`config.mk`:
```
export PLATFORM = sky130hd
export DESIGN_NAME = resource_lock_table_core
export DESIGN_NICKNAME = d
export VERILOG_FILES = /design/src/design/rlt_pkg.sv /design/src/design/resource_lock_table_core.sv
export SDC_FILE = /design/constraint.sdc
export NUM_CORES = 2
export LEC_CHECK = 0
export BUFFER_PORTS_ARGS = -buffer_cell sky130_fd_sc_hd__buf_2
export CORE_ASPECT_RATIO = 0.5
export CORE_MARGIN = 3
export CORE_UTILIZATION = 65
export CTS_CLUSTER_SIZE = 25
export DETAILED_ROUTE_END_ITERATION = 7
export GPL_TIMING_DRIVEN = 1
export PLACE_DENSITY = 0.81
export REMOVE_ABC_BUFFERS = 1
export SLEW_MARGIN = 10
export SYNTH_ARGS = -nofsm -noshare
export SYNTH_HDL_FRONTEND = slang
export SYNTH_SLANG_ARGS = --single-unit
```
`constraint.sdc`:
```
create_clock -name clk -period 13.2 [get_ports clk]
set_clock_uncertainty 0.15 [all_clocks]
set_input_delay 1.98 -clock clk [delete_from_list [all_inputs] [get_ports clk]]
set_output_delay 1.98 -clock clk [all_outputs]
set_load 0.03 [all_outputs]
```
`src/design/rlt_pkg.sv`:
```
`timescale 1ns / 1ps
`default_nettype none

package rlt_pkg;

  localparam int UNIT_W    = 6;
  localparam int OWNER_W   = 3;
  localparam int OUNIT_W   = 8;
  localparam int TABLE_MAX = 2 ** UNIT_W;
  localparam int ADDR_W    = UNIT_W + 1;

  localparam int PIN_COUNT_DEF   = 64;
  localparam int TIMER_COUNT_DEF = 9;

  localparam logic FUNC_LOCK   = 1'b0;
  localparam logic FUNC_UNLOCK = 1'b1;

  localparam logic [1:0] CLASS_PIN   = 2'd0;
  localparam logic [1:0] CLASS_TIMER = 2'd1;

  localparam logic [1:0] ST_OK   = 2'd0;
  localparam logic [1:0] ST_HELD = 2'd1;
  localparam logic [1:0] ST_NONE = 2'd2;
  localparam logic [1:0] ST_BAD  = 2'd3;

  localparam logic [OWNER_W-1:0] OWNER_FREE   = 3'd0;
  localparam logic [OWNER_W-1:0] OWNER_SYSTEM = 3'd1;

  typedef struct packed {
    logic               func;
    logic [1:0]         res_type;
    logic               any_unit;
    logic [UNIT_W-1:0]  unit;
    logic [OWNER_W-1:0] owner;
    logic [OUNIT_W-1:0] owner_inst;
  } req_t;

  typedef struct packed {
    logic [1:0]         status;
    logic [UNIT_W-1:0]  unit_out;
    logic [OWNER_W-1:0] holder_owner;
    logic [OUNIT_W-1:0] holder_unit;
  } rsp_t;

  typedef struct packed {
    logic [OWNER_W-1:0] owner;
    logic [OUNIT_W-1:0] ounit;
  } entry_t;

endpackage

`default_nettype wire

```
`src/design/resource_lock_table_core.sv`:
```
`timescale 1ns / 1ps
`default_nettype none

// ownership table for pins and timers. a request beat either locks a named
// unit, locks the lowest free unit of its class, or unlocks a unit; every
// request beat gives exactly one response beat with status, unit and the
// holder now in that entry. owner records sit in one synchronous memory
// (pins in the lower half, timers in the upper half, addressed by class and
// unit); a flip-flop free bitmap per class, cleared by reset at once, feeds
// the priority encoder for any-free locks and tells free from held without
// a memory read. timer 0 belongs to the system after reset until it is
// first written. each request runs through the idle and execute states:
// in idle it is decoded against the free bitmap and issues the memory
// read; execute takes the read data, writes the entry back and loads the
// response register. req_stall is high in execute, so a new request beat
// is taken only once the last one is through; execute waits while a
// previous response beat is still stalled in the output register. no clearing pass is needed after reset.
module resource_lock_table_core #(
  parameter int PIN_COUNT   = rlt_pkg::PIN_COUNT_DEF,
  parameter int TIMER_COUNT = rlt_pkg::TIMER_COUNT_DEF
) (
  input  wire logic          clk,
  input  wire logic          rst,
  input  wire logic          req_valid,
  output logic               req_stall,
  input  wire rlt_pkg::req_t req,
  output logic               rsp_valid,
  input  wire logic          rsp_stall,
  output rlt_pkg::rsp_t      rsp
);

  localparam int TMAX  = rlt_pkg::TABLE_MAX;
  localparam int UW    = rlt_pkg::UNIT_W;
  localparam int AW    = rlt_pkg::ADDR_W;
  localparam int DEPTH = 2 ** AW;

  // unit limits, one bit wider than a unit so the full table size fits
  localparam logic [UW:0] PIN_LIMIT   = (UW + 1)'(PIN_COUNT);
  localparam logic [UW:0] TIMER_LIMIT = (UW + 1)'(TIMER_COUNT);

  // bitmap bits that exist for each class
  localparam logic [TMAX-1:0] PIN_MASK   = {TMAX{1'b1}} >> (TMAX - PIN_COUNT);
  localparam logic [TMAX-1:0] TIMER_MASK = {TMAX{1'b1}} >> (TMAX - TIMER_COUNT);

  // sequencer states
  localparam logic S_IDLE = 1'b0;
  localparam logic S_EXEC = 1'b1;

  // what the execute cycle does, decided at accept
  localparam logic [2:0] K_BAD    = 3'd0;
  localparam logic [2:0] K_NONE   = 3'd1;
  localparam logic [2:0] K_UNLOCK = 3'd2;
  localparam logic [2:0] K_TAKE   = 3'd3;
  localparam logic [2:0] K_CHECK  = 3'd4;

  logic state;
  logic state_next;

  // owner records; entry contents only matter while the entry is held
  rlt_pkg::entry_t mem [DEPTH];
  rlt_pkg::entry_t rd_data;

  // free bitmaps, one bit per unit, bits past the class count stay zero
  logic [TMAX-1:0] pin_free;
  logic [TMAX-1:0] timer_free;

  // timer 0 still holds its reset owner (system) and was never written
  logic t0_sys;

  // request registered at accept
  logic [2:0]                   op_kind;
  logic                         op_cls;
  logic [UW-1:0]                op_unit;
  logic [rlt_pkg::OWNER_W-1:0]  op_owner;
  logic [rlt_pkg::OUNIT_W-1:0]  op_ounit;

  // accept side decode
  logic            accept;
  logic            cls;
  logic            class_ok;
  logic            unit_ok;
  logic [TMAX-1:0] free_vec;
  logic            enc_found;
  logic [UW-1:0]   enc_idx;
  logic [2:0]      kind;
  logic [UW-1:0]   sel_unit;

  // execute side
  logic            proceed;
  logic            wr_en;
  rlt_pkg::entry_t wr_data;
  rlt_pkg::entry_t held;
  rlt_pkg::rsp_t   rsp_next;

  assign accept    = req_valid && !req_stall;
  assign req_stall = (state == S_EXEC);
  assign proceed   = (state == S_EXEC) && (!rsp_valid || !rsp_stall);

  assign cls      = req.res_type[0];
  assign class_ok = req.res_type inside {rlt_pkg::CLASS_PIN, rlt_pkg::CLASS_TIMER};
  assign unit_ok  = cls ? ({1'b0, req.unit} < TIMER_LIMIT) : ({1'b0, req.unit} < PIN_LIMIT);
  assign free_vec = cls ? timer_free : pin_free;

  // lowest free unit of the class
  always_comb begin
    enc_found = 1'b0;
    enc_idx   = '0;
    for (int i = TMAX - 1; i >= 0; i--) begin
      if (free_vec[i]) begin
        enc_found = 1'b1;
        enc_idx   = UW'(i);
      end
    end
  end

  always_comb begin
    kind     = K_BAD;
    sel_unit = req.unit;
    if (!class_ok) begin
      kind = K_BAD;
    end else if (req.func == rlt_pkg::FUNC_UNLOCK) begin
      kind = unit_ok ? K_UNLOCK : K_BAD;
    end else if (req.owner == rlt_pkg::OWNER_FREE) begin
      kind = K_BAD;
    end else if (req.any_unit) begin
      kind     = enc_found ? K_TAKE : K_NONE;
      sel_unit = enc_idx;
    end else if (!unit_ok) begin
      kind = K_BAD;
    end else if (free_vec[req.unit]) begin
      kind = K_TAKE;
    end else begin
      kind = K_CHECK;
    end
  end

  always_comb begin
    state_next = state;
    case (state)
      S_IDLE: begin
        if (accept) begin
          state_next = S_EXEC;
        end
      end
      S_EXEC: begin
        if (proceed) begin
          state_next = S_IDLE;
        end
      end
      default: begin
        state_next = S_IDLE;
      end
    endcase
  end

  always_ff @(posedge clk) begin
    if (rst) begin
      state <= S_IDLE;
    end else begin
      state <= state_next;
    end
  end

  always_ff @(posedge clk) begin
    if (accept) begin
      op_kind  <= kind;
      op_cls   <= cls;
      op_unit  <= sel_unit;
      op_owner <= req.owner;
      op_ounit <= req.owner_inst;
    end
  end

  // memory read at accept, write back in the execute cycle; one item at a
  // time, so a write always lands before the next read
  always_ff @(posedge clk) begin
    if (accept) begin
      rd_data <= mem[{cls, sel_unit}];
    end
    if (wr_en) begin
      mem[{op_cls, op_unit}] <= wr_data;
    end
  end

  always_comb begin
    wr_en   = proceed && ((op_kind == K_UNLOCK) || (op_kind == K_TAKE));
    wr_data = (op_kind == K_TAKE) ? rlt_pkg::entry_t'{owner: op_owner, ounit: op_ounit}
                                  : rlt_pkg::entry_t'{owner: rlt_pkg::OWNER_FREE, ounit: '0};
  end

  // timer 0 reads as system-owned until its first write
  assign held = (t0_sys && op_cls && (op_unit == '0))
              ? rlt_pkg::entry_t'{owner: rlt_pkg::OWNER_SYSTEM, ounit: '0}
              : rd_data;

  always_comb begin
    rsp_next = '{status: rlt_pkg::ST_BAD, unit_out: op_unit, holder_owner: '0, holder_unit: '0};
    case (op_kind)
      K_BAD: begin
        rsp_next.status = rlt_pkg::ST_BAD;
      end
      K_NONE: begin
        rsp_next.status   = rlt_pkg::ST_NONE;
        rsp_next.unit_out = '0;
      end
      K_UNLOCK: begin
        rsp_next.status = rlt_pkg::ST_OK;
      end
      K_TAKE: begin
        rsp_next.status       = rlt_pkg::ST_OK;
        rsp_next.holder_owner = op_owner;
        rsp_next.holder_unit  = op_ounit;
      end
      K_CHECK: begin
        rsp_next.status       = ((held.owner == op_owner) && (held.ounit == op_ounit))
                              ? rlt_pkg::ST_OK : rlt_pkg::ST_HELD;
        rsp_next.holder_owner = held.owner;
        rsp_next.holder_unit  = held.ounit;
      end
      default: begin
        rsp_next.status = rlt_pkg::ST_BAD;
      end
    endcase
  end

  // bitmaps and the timer 0 mark follow every write
  always_ff @(posedge clk) begin
    if (rst) begin
      pin_free   <= PIN_MASK;
      timer_free <= TIMER_MASK & ~TMAX'(1);
      t0_sys     <= 1'b1;
    end else if (wr_en) begin
      if (op_cls) begin
        timer_free[op_unit] <= (op_kind == K_UNLOCK);
        if (op_unit == '0) begin
          t0_sys <= 1'b0;
        end
      end else begin
        pin_free[op_unit] <= (op_kind == K_UNLOCK);
      end
    end
  end

  // response register
  always_ff @(posedge clk) begin
    if (rst) begin
      rsp_valid <= 1'b0;
    end else if (proceed) begin
      rsp_valid <= 1'b1;
    end else if (rsp_valid && !rsp_stall) begin
      rsp_valid <= 1'b0;
    end
  end

  always_ff @(posedge clk) begin
    if (proceed) begin
      rsp <= rsp_next;
    end
  end

endmodule

`default_nettype wire

```
==> flow_metrics.py <==
metrics = {
    "cts": {
        "path_clk_slew_ns": 0.07,
        "clk_root_buffer_cell": "sky130_fd_sc_hd__clkbuf_16",
        "tritoncts": "yes",
        "clkLatencyLatePin_ns": 0.78,
        "post_cts_buffers": 0,
        "cts-buffers-inserted": 131,
        "h-tree-depth": 4,
        "tritoncts_num_sinks": 1590,
        "cts_max_path_buffers": 3,
        "post_cts.resized_instances": 0,
        "cts_hold_buffers": 0,
    },
    "yosys": {
        "total_of_flip_flops_plus_latches_after_synthesis": 1590,
        "ys_seq_area_frac": 0.708,
        "synth.yosys.warnings": 0,
        "synth_cells": 4548,
        "post_synth_cell_types": 83,
        "post_synth.cell_area_avg_um2": 14.4,
        "post_synth_design_cell_area_mm2": 0.0656,
        "top_cell_type_s_share_of_synthesized_area": 0.668,
        "netlist_top_cells_area": "sky130_fd_sc_hd__edfxtp_1, sky130_fd_sc_hd__mux2i_1, sky130_fd_sc_hd__dfxtp_1, sky130_fd_sc_hd__nand2_1, sky130_fd_sc_hd__mux4_2",
        "synthFlopType": "sky130_fd_sc_hd__edfxtp_1",
        "synth_top_area_cell": "sky130_fd_sc_hd__edfxtp_1",
        "synth-async-reset-ratio": 0,
        "number_of_enable_type_register_cells_in_the_synthesized_netlist": 1459,
    },
    "hold_path": {
        "worstHoldPathType": "flop to flop",
    },
    "final_layout": {
        "final_net_count": 4579,
        "drive_above_1_share": 0.135,
        "nFillCells": 5951,
        "final_cell_mix": "sky130_fd_sc_hd__edfxtp_1, sky130_fd_sc_hd__nand2_1, sky130_fd_sc_hd__mux2i_1",
        "syn2layout_area_growth_pct": 9.00,
        "layout.cells.most_common": "sky130_fd_sc_hd__edfxtp_1",
        "finish.utilization": 0.723,
    },
    "sta": {
        "min_period_over_period": 0.638,
        "timing_max_transition_violations_final": 0,
        "timing_hold_violations_final": 0,
        "max_slew_margin": 0.0769,
        "maxClockFrequency_mhz": 119,
        "rsz0062_at_grt": "no",
        "transition_at_the_pin_with_the_smallest_max_transition_slack_ns": 1.38,
        "post_route_minimum_period_ns": 8.42,
        "setup_viol": 0,
        "finalSetupTns_ns": 0,
        "finalWorstSetupSlack_ns": 4.78,
    },
    "route": {
        "drc_errors": 0,
        "first_pass_iters": 7,
        "drt_initial_violations": 7495,
        "post_drt_via_cell_ratio": 7.08,
        "num_vias": 42420,
        "detail_route.wl_per_cell_um": 30.9,
        "ant_nets": 0,
        "routed_wl_um": 185000,
    },
    "place": {
        "numPortBuffers": 45,
        "routabilityCongestion": 1.06,
        "place_hpwl_um": 114000,
        "place_worst_setup_slack_ns": 4.17,
    },
    "pwr": {
        "static-leakage-power_nw": 25.4,
        "power_density_mw_per_mm2": 140,
        "vdd_drop_max_mv": 0.130,
    },
    "floorplan": {
        "die_outline_height_um": 231,
        "placeableCoreArea_mm2": 0.0988,
        "placement_rows": 81,
        "starting_density": 0.663,
        "top_level_ports": 46,
        "design.die.area_mm2": 0.105,
        "dieWidth_um": 455,
    },
    "grt": {
        "grt.met3_usage": 0.135,
        "gr-usage-all-layers": 0.354,
        "antenna_found_initial": 10,
        "global_routing_s_busiest_layer": "met1",
        "grt_util_met1": 0.509,
        "grt_first_pass_wirelength_um": 269000,
        "first_global_vias": 39930,
        "grt_total_ovfl": 0,
        "grt_start_max_net_pins": 159,
        "gr-usage-met2": 0.500,
    },
    "setup_path": {
        "worst_ep_arrival_time_ns": 8.87,
        "cp_max_fo": 92,
        "critical_path.endpoint_type": "flop",
        "worst-setup-path-type": "primary input to flop",
        "worst_ep_required_time_ns": 13.65,
        "cp-start-kind": "primary input",
    },
    "flow_run": {
        "drv_cap": 0,
    },
    "outcome": {
        "status": "completed",
    },
}
## flip-flops by register name (all words and copies together) (netlist names), 6 cells and up
signal	cells
op_ounit	8
mem	1408
pin_free	64
timer_free	64
op_unit	6
rd_data	11
rsp	19
## critical path, stage by stage
cell and delay [ns]:
sky130_fd_sc_hd__buf_4 0.36, sky130_fd_sc_hd__buf_4 0.75, sky130_fd_sc_hd__nor3b_1 0.47, sky130_fd_sc_hd__nor2_1 0.11
sky130_fd_sc_hd__or3_1 0.38, sky130_fd_sc_hd__o31ai_1 0.38, sky130_fd_sc_hd__a31oi_4 0.16, sky130_fd_sc_hd__inv_4 0.72
sky130_fd_sc_hd__buf_4 0.74, sky130_fd_sc_hd__nand2_2 0.66, sky130_fd_sc_hd__o221a_2 0.56, sky130_fd_sc_hd__o21ai_0 0.61
sky130_fd_sc_hd__a31oi_1 0.34, sky130_fd_sc_hd__buf_4 0.24, sky130_fd_sc_hd__nor4b_2 0.24
## layer usage
layer	wire [um]	part of all wire
met1	67800	0.37
met2	79300	0.43
met3	31300	0.17
met4	6560	0.035
met5	81	0.00044
## cell usage after synthesis, drive strengths merged (5+ instances only)
cell	instances
a2111o	10
a2111oi	8
a211oi	10
a21boi	21
a21o	22
a21oi	127
a221o	10
a221oi	28
a311oi	12
a31oi	60
a32oi	42
and3	53
buf	135
clkbuf	159
dfxtp	131
edfxtp	1459
inv	24
mux2	52
mux2i	355
mux4	103
nand2	632
nand2b	5
nand3	208
nand4	14
nor2	257
nor2b	31
nor3	114
nor3b	22
nor4	19
nor4b	13
o211ai	5
o21ai	196
o21bai	8
o221a	11
o221ai	26
o22ai	55
o311ai	5
o31a	11
o31ai	6
or2	5
or3	13
or3b	9
or4	11
xnor2	5
## cells by family after synthesis
group                     after synthesis  synth area share
buffers and inverters                 319            0.0225
muxes                                 510            0.0985
xor gates and xnor gates                6          0.000802
DFF                                  1590             0.708
and+or+nand+nor                      1415            0.0980
AOI/OAI and AO/OA                     708            0.0718
## path summary, 6_finish.rpt
path / from / end / slack [ns] / cells after the start
max: req[18] / rd_data[10] / 4.78 / 15
min: t0_sys / t0_sys / 0.34 / 2
max reg2reg: timer_free[58] / rd_data[10] / 6.71 / 13
min reg2reg: t0_sys / t0_sys / 0.34 / 2
## final cells by class
type,count,area [um2],share of cell area
Sequential cell,1590,46400,0.650
Timing Repair Buffer,167,1180,0.0165
Clock buffer,170,3580,0.0501
Antenna cell,2,5.00,0.0000700
Inverter,25,105,0.00147
Tap cell,1328,1660,0.0233
Clock inverter,69,594,0.00832
Multi-Input combinational cell,2639,17900,0.250
## where the power goes
group	switching (mW)	total, mW	internal (mW)	leakage [nW]
logic	0.469	0.665	0.196	7.26
registers	0.0233	5.50	5.48	16.1
clock network	1.80	3.87	2.07	2.04
total	2.29	10.0	7.74	25.4
## stage by stage
stage | instances | hold WS (ns) | total power [mW] | cell area (um2)
floorplan | 4254 | 0.304 | 6.05 | 64200
global placement | 5748 | 0.321 | 6.23 | 67200
detailed placement | 5748 | 0.325 | 6.24 | 67200
CTS | 5987 | 0.335 | 10.0 | 71400
global route | 5988 | 0.355 | 10.3 | 71400
finish | 5990 | 0.338 | 10.0 | 71400
Note: power is estimated with default switching activity, not from simulation.
